**src/hdl/pps_pkg.sv**
```systemverilog
// ----------------------------------------------------------------------------
// pps_pkg
// Shared types and constants for the preemptive priority scheduler.
// ----------------------------------------------------------------------------
package pps_pkg;

   localparam int ID_W    = 8;
   localparam int PRI_W   = 8;
   localparam int BURST_W = 16;
   localparam int TIME_W  = 32;

   localparam logic KIND_ARRIVE = 1'b0;
   localparam logic KIND_TICK   = 1'b1;

   typedef enum logic [1:0] {
      ST_IDLE,
      ST_ARRIVE,
      ST_TICK,
      ST_REPLY
   } state_type;

   typedef struct packed {
      logic load;
      logic arrive;
      logic tick;
   } ctrl_cmd_type;

   typedef struct packed {
      logic kind;
   } ctrl_status_type;

endpackage

```
**src/hdl/preemptive_priority_scheduler.sv**
```systemverilog
// ----------------------------------------------------------------------------
// preemptive_priority_scheduler
// Preemptive priority scheduler over a bounded, priority-ordered ready queue.
// ----------------------------------------------------------------------------
// Usage:
//   An item is taken at a rising edge with start high and busy low. The
//   req_kind port selects a job arrival (req_job_id, req_job_priority,
//   req_burst_length) or one time tick. Every item gives exactly one result,
//   shown on the rsp_ ports for a single cycle while rsp_valid is high.
//   The receiver cannot stall, so the result must be captured in that cycle.
// Sequence:
//   After the accepting edge an arrival passes through ARRIVE and REPLY,
//   a tick through ARRIVE, TICK and REPLY; busy stays high until the result
//   has been shown, so a new item is not taken before the last one is done.
//   The queue slots compare and shift in parallel, so the sequence does not
//   depend on QUEUE_DEPTH; the controller states set it.
// Reset:
//   A synchronous active-high reset empties the queue, clears the time
//   counter and returns the controller to idle; no clearing pass is needed.
// ----------------------------------------------------------------------------
module preemptive_priority_scheduler
   import pps_pkg::*;
#(
   parameter int QUEUE_DEPTH = 8
)
(
   input  logic                clock,
   input  logic                reset,
   input  logic                start,
   output logic                busy,
   input  logic                req_kind,
   input  logic [ID_W-1:0]     req_job_id,
   input  logic [PRI_W-1:0]    req_job_priority,
   input  logic [BURST_W-1:0]  req_burst_length,
   output logic                rsp_valid,
   output logic                rsp_ran_valid,
   output logic [ID_W-1:0]     rsp_ran_id,
   output logic                rsp_finished,
   output logic                rsp_segment_valid,
   output logic [ID_W-1:0]     rsp_segment_id,
   output logic [TIME_W-1:0]   rsp_segment_start,
   output logic [TIME_W-1:0]   rsp_segment_end,
   output logic                rsp_rejected
);

   ctrl_cmd_type    cmd;
   ctrl_status_type status;

   pps_ctrl u_ctrl (
      .clock     (clock),
      .reset     (reset),
      .start     (start),
      .status    (status),
      .cmd       (cmd),
      .busy      (busy),
      .rsp_valid (rsp_valid)
   );

   pps_datapath #(
      .QUEUE_DEPTH (QUEUE_DEPTH)
   ) u_datapath (
      .clock             (clock),
      .reset             (reset),
      .cmd               (cmd),
      .status            (status),
      .req_kind          (req_kind),
      .req_job_id        (req_job_id),
      .req_job_priority  (req_job_priority),
      .req_burst_length  (req_burst_length),
      .rsp_ran_valid     (rsp_ran_valid),
      .rsp_ran_id        (rsp_ran_id),
      .rsp_finished      (rsp_finished),
      .rsp_segment_valid (rsp_segment_valid),
      .rsp_segment_id    (rsp_segment_id),
      .rsp_segment_start (rsp_segment_start),
      .rsp_segment_end   (rsp_segment_end),
      .rsp_rejected      (rsp_rejected)
   );

endmodule

```
**src/hdl/pps_ctrl.sv**
```systemverilog
// ----------------------------------------------------------------------------
// pps_ctrl
// Controller state machine: takes an item, runs one datapath operation and
// strobes the result for one cycle.
// ----------------------------------------------------------------------------
module pps_ctrl
   import pps_pkg::*;
(
   input  logic            clock,
   input  logic            reset,
   input  logic            start,
   input  ctrl_status_type status,
   output ctrl_cmd_type    cmd,
   output logic            busy,
   output logic            rsp_valid
);

   state_type state_ff;
   state_type state_in;

   always_ff @(posedge clock) begin
      if (reset) begin
         state_ff <= ST_IDLE;
      end else begin
         state_ff <= state_in;
      end
   end

   always_comb begin
      state_in = state_ff;
      case (state_ff)
         ST_IDLE: begin
            if (start) begin
               state_in = ST_ARRIVE;
            end
         end
         ST_ARRIVE: begin
            if (status.kind == KIND_TICK) begin
               state_in = ST_TICK;
            end else begin
               state_in = ST_REPLY;
            end
         end
         ST_TICK: begin
            state_in = ST_REPLY;
         end
         ST_REPLY: begin
            state_in = ST_IDLE;
         end
         default: begin
            state_in = ST_IDLE;
         end
      endcase
   end

   always_comb begin
      cmd       = '0;
      busy      = 1'b1;
      rsp_valid = 1'b0;
      case (state_ff)
         ST_IDLE: begin
            busy     = 1'b0;
            cmd.load = start;
         end
         ST_ARRIVE: begin
            cmd.arrive = (status.kind == KIND_ARRIVE);
         end
         ST_TICK: begin
            cmd.tick = 1'b1;
         end
         ST_REPLY: begin
            rsp_valid = 1'b1;
         end
         default: begin
            busy = 1'b1;
         end
      endcase
   end

endmodule

```
**src/hdl/pps_datapath.sv**
```systemverilog
// ----------------------------------------------------------------------------
// pps_datapath
// Ready queue as a row of slots kept in descending priority order, the time
// counter and the result registers.
// ----------------------------------------------------------------------------
module pps_datapath
   import pps_pkg::*;
#(
   parameter int QUEUE_DEPTH = 8
)
(
   input  logic                clock,
   input  logic                reset,
   input  ctrl_cmd_type        cmd,
   output ctrl_status_type     status,
   input  logic                req_kind,
   input  logic [ID_W-1:0]     req_job_id,
   input  logic [PRI_W-1:0]    req_job_priority,
   input  logic [BURST_W-1:0]  req_burst_length,
   output logic                rsp_ran_valid,
   output logic [ID_W-1:0]     rsp_ran_id,
   output logic                rsp_finished,
   output logic                rsp_segment_valid,
   output logic [ID_W-1:0]     rsp_segment_id,
   output logic [TIME_W-1:0]   rsp_segment_start,
   output logic [TIME_W-1:0]   rsp_segment_end,
   output logic                rsp_rejected
);

   logic                kind_ff;
   logic [ID_W-1:0]     new_id_ff;
   logic [PRI_W-1:0]    new_pri_ff;
   logic [BURST_W-1:0]  new_burst_ff;

   logic                valid_ff   [QUEUE_DEPTH];
   logic                valid_in   [QUEUE_DEPTH];
   logic                started_ff [QUEUE_DEPTH];
   logic                started_in [QUEUE_DEPTH];
   logic [ID_W-1:0]     id_ff      [QUEUE_DEPTH];
   logic [ID_W-1:0]     id_in      [QUEUE_DEPTH];
   logic [PRI_W-1:0]    pri_ff     [QUEUE_DEPTH];
   logic [PRI_W-1:0]    pri_in     [QUEUE_DEPTH];
   logic [BURST_W-1:0]  rem_ff     [QUEUE_DEPTH];
   logic [BURST_W-1:0]  rem_in     [QUEUE_DEPTH];
   logic [TIME_W-1:0]   stime_ff   [QUEUE_DEPTH];
   logic [TIME_W-1:0]   stime_in   [QUEUE_DEPTH];
   logic [TIME_W-1:0]   time_ff;
   logic [TIME_W-1:0]   time_in;

   logic                ran_valid_ff, ran_valid_in;
   logic [ID_W-1:0]     ran_id_ff, ran_id_in;
   logic                finished_ff, finished_in;
   logic                seg_valid_ff, seg_valid_in;
   logic [ID_W-1:0]     seg_id_ff, seg_id_in;
   logic [TIME_W-1:0]   seg_start_ff, seg_start_in;
   logic [TIME_W-1:0]   seg_end_ff, seg_end_in;
   logic                rejected_ff, rejected_in;

   logic [QUEUE_DEPTH-1:0] ge;
   logic [BURST_W-1:0]     new_rem;
   logic [TIME_W-1:0]      head_start;
   logic [TIME_W-1:0]      time_inc;

   assign status.kind = kind_ff;

   always_comb begin
      for (int i = 0; i < QUEUE_DEPTH; i++) begin
         ge[i] = valid_ff[i] && (pri_ff[i] >= new_pri_ff);
      end
   end

   assign new_rem    = (new_burst_ff == '0) ? BURST_W'(1) : new_burst_ff;
   assign head_start = started_ff[0] ? stime_ff[0] : time_ff;
   assign time_inc   = time_ff + TIME_W'(1);

   always_comb begin
      valid_in     = valid_ff;
      started_in   = started_ff;
      id_in        = id_ff;
      pri_in       = pri_ff;
      rem_in       = rem_ff;
      stime_in     = stime_ff;
      time_in      = time_ff;
      ran_valid_in = ran_valid_ff;
      ran_id_in    = ran_id_ff;
      finished_in  = finished_ff;
      seg_valid_in = seg_valid_ff;
      seg_id_in    = seg_id_ff;
      seg_start_in = seg_start_ff;
      seg_end_in   = seg_end_ff;
      rejected_in  = rejected_ff;

      if (cmd.arrive || cmd.tick) begin
         ran_valid_in = 1'b0;
         ran_id_in    = '0;
         finished_in  = 1'b0;
         seg_valid_in = 1'b0;
         seg_id_in    = '0;
         seg_start_in = '0;
         seg_end_in   = '0;
         rejected_in  = 1'b0;
      end

      if (cmd.arrive) begin
         if (valid_ff[QUEUE_DEPTH-1]) begin
            rejected_in = 1'b1;
         end else begin
            // A new head closes the running segment of a head that has started.
            if (!ge[0] && valid_ff[0] && started_ff[0]) begin
               seg_valid_in = 1'b1;
               seg_id_in    = id_ff[0];
               seg_start_in = stime_ff[0];
               seg_end_in   = time_ff;
            end
            if (!ge[0]) begin
               valid_in[0]   = 1'b1;
               started_in[0] = 1'b0;
               id_in[0]      = new_id_ff;
               pri_in[0]     = new_pri_ff;
               rem_in[0]     = new_rem;
               stime_in[0]   = '0;
            end
            for (int i = 1; i < QUEUE_DEPTH; i++) begin
               if (!ge[i]) begin
                  if (ge[i-1]) begin
                     valid_in[i]   = 1'b1;
                     started_in[i] = 1'b0;
                     id_in[i]      = new_id_ff;
                     pri_in[i]     = new_pri_ff;
                     rem_in[i]     = new_rem;
                     stime_in[i]   = '0;
                  end else begin
                     valid_in[i]   = valid_ff[i-1];
                     started_in[i] = (i == 1) ? 1'b0 : started_ff[i-1];
                     id_in[i]      = id_ff[i-1];
                     pri_in[i]     = pri_ff[i-1];
                     rem_in[i]     = rem_ff[i-1];
                     stime_in[i]   = stime_ff[i-1];
                  end
               end
            end
         end
      end

      if (cmd.tick) begin
         time_in = time_inc;
         if (valid_ff[0]) begin
            ran_valid_in = 1'b1;
            ran_id_in    = id_ff[0];
            if (rem_ff[0] <= BURST_W'(1)) begin
               finished_in  = 1'b1;
               seg_valid_in = 1'b1;
               seg_id_in    = id_ff[0];
               seg_start_in = head_start;
               seg_end_in   = time_inc;
               for (int i = 0; i < QUEUE_DEPTH - 1; i++) begin
                  valid_in[i]   = valid_ff[i+1];
                  started_in[i] = started_ff[i+1];
                  id_in[i]      = id_ff[i+1];
                  pri_in[i]     = pri_ff[i+1];
                  rem_in[i]     = rem_ff[i+1];
                  stime_in[i]   = stime_ff[i+1];
               end
               valid_in[QUEUE_DEPTH-1]   = 1'b0;
               started_in[QUEUE_DEPTH-1] = 1'b0;
            end else begin
               rem_in[0]     = rem_ff[0] - BURST_W'(1);
               started_in[0] = 1'b1;
               stime_in[0]   = head_start;
            end
         end
      end
   end

   always_ff @(posedge clock) begin
      if (reset) begin
         valid_ff   <= '{default: 1'b0};
         started_ff <= '{default: 1'b0};
         time_ff    <= '0;
      end else begin
         valid_ff   <= valid_in;
         started_ff <= started_in;
         time_ff    <= time_in;
      end
   end

   always_ff @(posedge clock) begin
      id_ff        <= id_in;
      pri_ff       <= pri_in;
      rem_ff       <= rem_in;
      stime_ff     <= stime_in;
      ran_valid_ff <= ran_valid_in;
      ran_id_ff    <= ran_id_in;
      finished_ff  <= finished_in;
      seg_valid_ff <= seg_valid_in;
      seg_id_ff    <= seg_id_in;
      seg_start_ff <= seg_start_in;
      seg_end_ff   <= seg_end_in;
      rejected_ff  <= rejected_in;
      if (cmd.load) begin
         kind_ff      <= req_kind;
         new_id_ff    <= req_job_id;
         new_pri_ff   <= req_job_priority;
         new_burst_ff <= req_burst_length;
      end
   end

   assign rsp_ran_valid     = ran_valid_ff;
   assign rsp_ran_id        = ran_id_ff;
   assign rsp_finished      = finished_ff;
   assign rsp_segment_valid = seg_valid_ff;
   assign rsp_segment_id    = seg_id_ff;
   assign rsp_segment_start = seg_start_ff;
   assign rsp_segment_end   = seg_end_ff;
   assign rsp_rejected      = rejected_ff;

endmodule

```
**config.mk**
```make
export PLATFORM = sky130hd
export DESIGN_NAME = preemptive_priority_scheduler
export DESIGN_NICKNAME = d
export VERILOG_FILES = /design/src/hdl/pps_pkg.sv /design/src/hdl/preemptive_priority_scheduler.sv /design/src/hdl/pps_ctrl.sv /design/src/hdl/pps_datapath.sv
export SDC_FILE = /design/constraint.sdc
export NUM_CORES = 2
export LEC_CHECK = 0
export ABC_CLOCK_PERIOD_IN_PS = 3660
export BUFFER_PORTS_ARGS = -buffer_cell sky130_fd_sc_hd__buf_2
export CORE_UTILIZATION = 55
export CTS_CLUSTER_SIZE = 28
export DETAILED_ROUTE_END_ITERATION = 10
export PLACE_DENSITY = 0.72
export RECOVER_POWER = 25
export SLEW_MARGIN = 10
export SYNTH_ARGS = -nofsm -noshare
export SYNTH_HDL_FRONTEND = slang
export SYNTH_SLANG_ARGS = --single-unit
```
**constraint.sdc**
```tcl
create_clock -name clock -period 3.66 [get_ports clock]
set_input_delay 0.549 -clock clock [delete_from_list [all_inputs] [get_ports clock]]
set_output_delay 0.549 -clock clock [all_outputs]
set_load 0.005 [all_outputs]
```
* Yosys cells after proc, flatten, opt, wreduce, memory -nomap -nowiden
Cells that the tools add are included.
** Word-level totals
- Output and inout bits :: 86
- Bits in read-only memories :: 0
- Bits in writable memories :: 0
- Memories kept :: 0
- Register bits :: 679
- Input bits :: 36
- Latch bits :: 0
- Word-level logic and storage cells :: 268
** Operators by class
- Bitwise logic cells :: 3
- Eq/ne operators :: 4
- Reduce and logical (&&, ||, !) cells :: 15
- $mul :: 0
- Multiplexer cells :: 173
- $add $sub $neg :: 2
- Div/mod/pow operators :: 0
- Shift operators :: 0
- $lt $le $gt $ge :: 9
** Operators with widths (number)
- 32-bit 2-to-1 mux :: 31
- 256-bit 2-to-1 mux :: 2
- 224-bit 2-to-1 mux :: 2
- 8-bit 2-to-1 mux :: 49
- 56-bit 2-to-1 mux :: 6
- 16-bit 2-to-1 mux :: 17
- 128-bit 2-to-1 mux :: 2
- 64-bit 2-to-1 mux :: 4
- 112-bit 2-to-1 mux :: 2
- 192-bit 2-to-1 mux :: 1
- 96-bit 2-to-1 mux :: 1
- 8-bit >= comparator :: 8
- 1-bit 2-to-1 mux :: 53
- 32-bit by 1-bit adder with 32-bit output (second input constant) :: 1
- 16-bit by 1-bit <= comparator with 1-bit output (second input constant) :: 1
- 16-bit logical NOT :: 1
- 16-bit by 1-bit subtractor with 16-bit output (second input constant) :: 1
- 1-bit logical AND :: 10
- 2-bit case mux with 4 select lines :: 1
- 7-bit 2-to-1 mux :: 1
- 2-bit equality test (second input constant) :: 2
- 1-bit inverter :: 3
- 3-bit AND reduction :: 1
- 2-bit by 1-bit equality test with 1-bit output (second input constant) :: 1
- 5 further kinds :: 5

* Longest topological paths before layout
- Word-level depth :: 11
- Mapped depth :: 11
- Depth with buffers taken out :: 9

* Cells and area by module
A second synthesis with hierarchy kept.
** Unflattened totals
- Cells, all modules :: 3350
- Area, all modules :: 30787.0 um^2
** By module, submodules not included
- pps_datapath :: seq. area each 14523.9 um^2, cells each 3332, instances 1, area each 30620.6 um^2
- pps_ctrl :: seq. area each 40.0 um^2, cells each 18, instances 1, area each 166.4 um^2

* Least setup slack after synthesis
No wires, ideal clock.
- Kind :: reg2reg
- From :: reg u_ctrl.state_ff[1]
- To :: reg u_datapath.started_ff[2] in the netlist's numbering
- Path slack :: -293 ps
- Data arrival time :: 3866 ps
- Required time :: 3573 ps
- Library setup time :: 87 ps
- Cell stages (with the launch flop) :: 11
- Period minus slack after synthesis :: 3953 ps
- Path buffers :: 3
- Cell sequence :: dfxtp_1 > inv_1 > ha_1 > nor2b_1 > nand2b_1 > clkbuf_1 > inv_2 > buf_2 > buf_1 > a32oi_1 > a211oi_1
** Between the ends
- Longest elaborated chain between the ends :: 6
- Elaborated cells between the ends (all ways) :: 8
- Those cells by class :: eq/ne (2); mux (6)
** Ends and longest elaborated chain
- start: declaration :: RTL line pps_ctrl.sv:18 : state_type state_ff;
- start signal: assignment :: RTL line pps_ctrl.sv:25 : state_ff <= state_in;
- 2-bit by 1-bit equality test with 1-bit output :: RTL line pps_ctrl.sv:60 : case (state_ff)
- 1-bit 2-to-1 mux :: RTL line pps_ctrl.sv:60
- 8-bit 2-to-1 mux :: RTL line pps_datapath.sv:104 : if (cmd.arrive) begin
- 7-bit 2-to-1 mux :: RTL line pps_datapath.sv:150 : if (rem_ff[0] <= BURST_W'(1)) begin
- 8-bit 2-to-1 mux :: RTL line pps_datapath.sv:147 : if (valid_ff[0]) begin
- 8-bit 2-to-1 mux (*) :: RTL line pps_datapath.sv:145 : if (cmd.tick) begin
- end signal: assignment :: RTL line pps_datapath.sv:182 : started_ff <= started_in;
- end: declaration :: RTL line pps_datapath.sv:37 : logic started_ff [QUEUE_DEPTH];
Every way passes the cells marked *; elsewhere a longest branch is shown, timed or not.
A chain may end at the register's enable or synchronous reset.

==> impl_metrics.ini <==
[critical_path]
crit_type = reg -> reg
cp.arrival_ps = 3750
rr_endpoint = u_datapath.pri_ff[43]$_DFF_P_
crit_chain = inv_1 > ha_1 > nor2b_1 > clkbuf_1 > nand2b_1 > inv_4 > clkbuf_2 > a211oi_4 > buf_4 > a22oi_1 > o21ai_0
setup.worst_path.end_class = flop
ff2ff_setup_slack_ps = 380
cp_num_buf_inv = 5
critical_path_required_ps = 4130
slowest_stage = clkbuf_2
max_stage_delay_ps = 710
start_kind = flop
reg2regPathDepth = 11
worstPathMaxFanout = 30
r2r_start = u_ctrl.state_ff[1]$_SDFFE_PP0P_
critical_path.top_delay_family = buffers and inverters

[floorplan]
die_x_um = 238
rows = 86
initial_utilization = 0.556
die_h_um = 238
die_area_sq_um = 56600
io_pins = 122
core-area_sq_um = 55100

[synth]
postSynth.asyncResetShare = 0
synth-edff-count = 97
ys_types = 77
yosys_register_bits = 679
synthCells = 3476
synth_area_leaders = dfxtp_1 38%, edfxtp_1 9.5%, nand2_1 9.2%, o21ai_0 4.7%, a22oi_1 4.7%
synthXorXnorAreaFrac = 0.0123
synth_fp_nets = 3576
synth_top_family_by_area = compound AO/OA/AOI/OAI gates
synth_compound_area_frac = 0.200
synthFlopType = dfxtp_1
synth-seq-area-share = 0.476
synthMuxAreaShare = 0.0534
synth_fa_ha_area_frac = 0.0262
yosysTopAreaCell = dfxtp_1
synth.cell_area_sq_um = 30600
synth_most_common_cell = nand2_1
yosys-top-cells-count = 747 x nand2_1, 582 x dfxtp_1, 290 x o21ai_0, 192 x a22oi_1, 166 x clkbuf_1
synth-simple-area-share = 0.188
synth_top_area_frac = 0.381
synth_warnings = 0
avgSynthCellArea_sq_um = 8.81

[worst_hold_path]
hp-class = in -> reg
hold-path-cell-count = 1
hold_start = req_job_id[6]
min_to = u_datapath.new_id_ff[6]$_DFFE_PP_

[global_route]
grt.overflow.total = 0
grt_use_met2 = 0.477
track_usage = 0.309
antenna_found_initial = 0
grt_max_degree = 91
met1_usage = 0.441
grt_pass1_vias = 25450
use_met3 = 0.0452
grt-busiest-layer = met2
grt_pass1_wl_mm = 142

[power]
peakVddDrop_uv = 468
cellPowerDensity_nw_per_um2 = 718
p_leak_nw = 13.9
finalPower_mw = 24.6

[detailed_routing]
postRouteAntennaNets = 0
avgRoutedWirePerCell_um = 20.8
drc = 0
dr.pass1.iters = 8
vias_per_cell = 6.26
vias = 26733
drt_iter0_markers = 2781
wl_mm = 88.7

[flow_run]
drv_cap = 1

[clock_tree]
cts_buffers = 73
cts_buffer_depth = 3
postCtsSetupRepairBufs = 0
hold_buffers = 0
cts_resized = 0
cts.sinks = 679
clkTransAtPathRegs_ps = 60
cts_tree = built
cts-root-buf = clkbuf_16
htreeDepth = 3
clk_latency_ps = 620

[layout]
antenna_cells = 0
multi_input_area_sq_um = 14900
fin_util = 0.622
ff_latch_area_sq_um = 14600
area_growth_syn_to_layout_pct = 11.9
drive_gt1_frac = 0.0997
fillers = 4652
fin_nets = 3563

[sta]
setup_viol = 0
rsz0062_at_grt = false
slew_headroom = -0.359
max_freq_mhz = 305
timing.final.crit_period_ps = 3280
drv_slew = 34
period_share = 0.897
fin_tns_setup_ps = 0
worstMarginPinSlew_ps = 2040
finClkSkew_ps = 17.3
finalHoldViolCount = 0

[placement]
dpl.hpwl_mm = 56.1
routabilityCongestion = 0.897
port_buffers = 121

[outcome]
run_status = complete, but fails checks
violations = max-capacitance violations, max-slew violations
==> kinds of logic after synthesis <==
group	after synthesis
AO/OA/AOI/OAI	909
XOR/XNOR	43
adder cells (fa/ha/maj)	64
buffers and inverters	322
flip-flops	679
multiplexers	160
AND/OR/NAND/NOR	1299
==> through the flow <==
stage / setup WS (ps) / instances / cell area, sq um / hold WS, ps
3_3_place_gp: 340 / 4136 / 31900 / 426
5_1_grt: 153 / 4268 / 34300 / 79.5
3_5_place_dp: 490 / 4136 / 31900 / 437
2_1_floorplan: 687 / 3476 / 30600 / 418
6_report: 378 / 4268 / 34300 / 107
4_1_cts: 454 / 4268 / 34400 / 76.6
==> flip-flops by register name, summed over array words and instances, names as in the netlist, 2 cells and up <==
name                          flops
u_ctrl.state_ff                   2
u_datapath.id_ff                 64
u_datapath.new_burst_ff          16
u_datapath.new_id_ff              8
u_datapath.new_pri_ff             8
u_datapath.pri_ff                64
u_datapath.rem_ff               128
u_datapath.rsp_ran_id             8
u_datapath.rsp_segment_end       32
u_datapath.rsp_segment_id         8
u_datapath.rsp_segment_start     32
u_datapath.started_ff             8
u_datapath.stime_ff             256
u_datapath.time_ff               32
u_datapath.valid_ff               8
==> where the power goes <==
part | total, mW | switching, mW | internal, mW
sequential | 10.7 | 1.50 | 9.23
combinational | 6.27 | 3.85 | 2.42
clock | 7.59 | 3.05 | 4.54
==> how the worst max path moves through the flow <==
stage                                        from                             endpoint  slack [ps]  depth (start not counted)
2_1_floorplan     u_ctrl.state_ff[1]$_SDFFE_PP0P_  u_datapath.started_ff[2]$_SDFF_PP0_         690                         10
3_3_place_gp   u_datapath.new_pri_ff[7]$_DFFE_PP_     u_datapath.stime_ff[199]$_DFF_P_         340                          9
3_5_place_dp   u_datapath.new_pri_ff[0]$_DFFE_PP_      u_datapath.stime_ff[34]$_DFF_P_         490                          9
4_1_cts        u_datapath.new_pri_ff[0]$_DFFE_PP_      u_datapath.stime_ff[34]$_DFF_P_         450                          9
5_1_grt           u_ctrl.state_ff[1]$_SDFFE_PP0P_         u_datapath.id_ff[47]$_DFF_P_         150                         11
6_report          u_ctrl.state_ff[1]$_SDFFE_PP0P_        u_datapath.pri_ff[43]$_DFF_P_         380                         11
==> layout make-up <==
| type | count | share of cell area |
|---|---|---|
| Clock inverter | 21 | 0.00734 |
| Timing Repair Buffer | 209 | 0.0394 |
| Multi-Input combinational cell | 2475 | 0.434 |
| Tap cell | 748 | 0.0273 |
| Sequential cell | 679 | 0.425 |
| Clock buffer | 111 | 0.0646 |
| Inverter | 25 | 0.00281 |
==> metal layers <==
layer / vias up / share of wire
li1: 12472 / -
met1: 12916 / 0.45
met2: 1176 / 0.44
met3: 169 / 0.077
met4: 0 / 0.030
met5: - / 0
==> cells in the final DEF, fill, tap and decap left out, types with 17 or more instances in the layout <==
master       n
mux2i_1    134
a211oi_1    54
nand3_1    138
a22oi_1    192
buf_4       74
clkbuf_1    67
a2bb2oi_1   31
a21oi_1     82
mux2_2      26
o21ai_0    290
nor2_1     158
buf_2       73
ha_1        63
nor3_1      17
nor2b_1     26
a221oi_1    38
and2_1      47
nand2_1    745
clkbuf_16   78
nand4_1     45
o21ai_1     27
inv_1       24
o211ai_1    54
dfxtp_1    581
edfxtp_1    97
a221o_1     33
xor2_1      36
and3_1      57
Power figures use the tool's default switching activity.
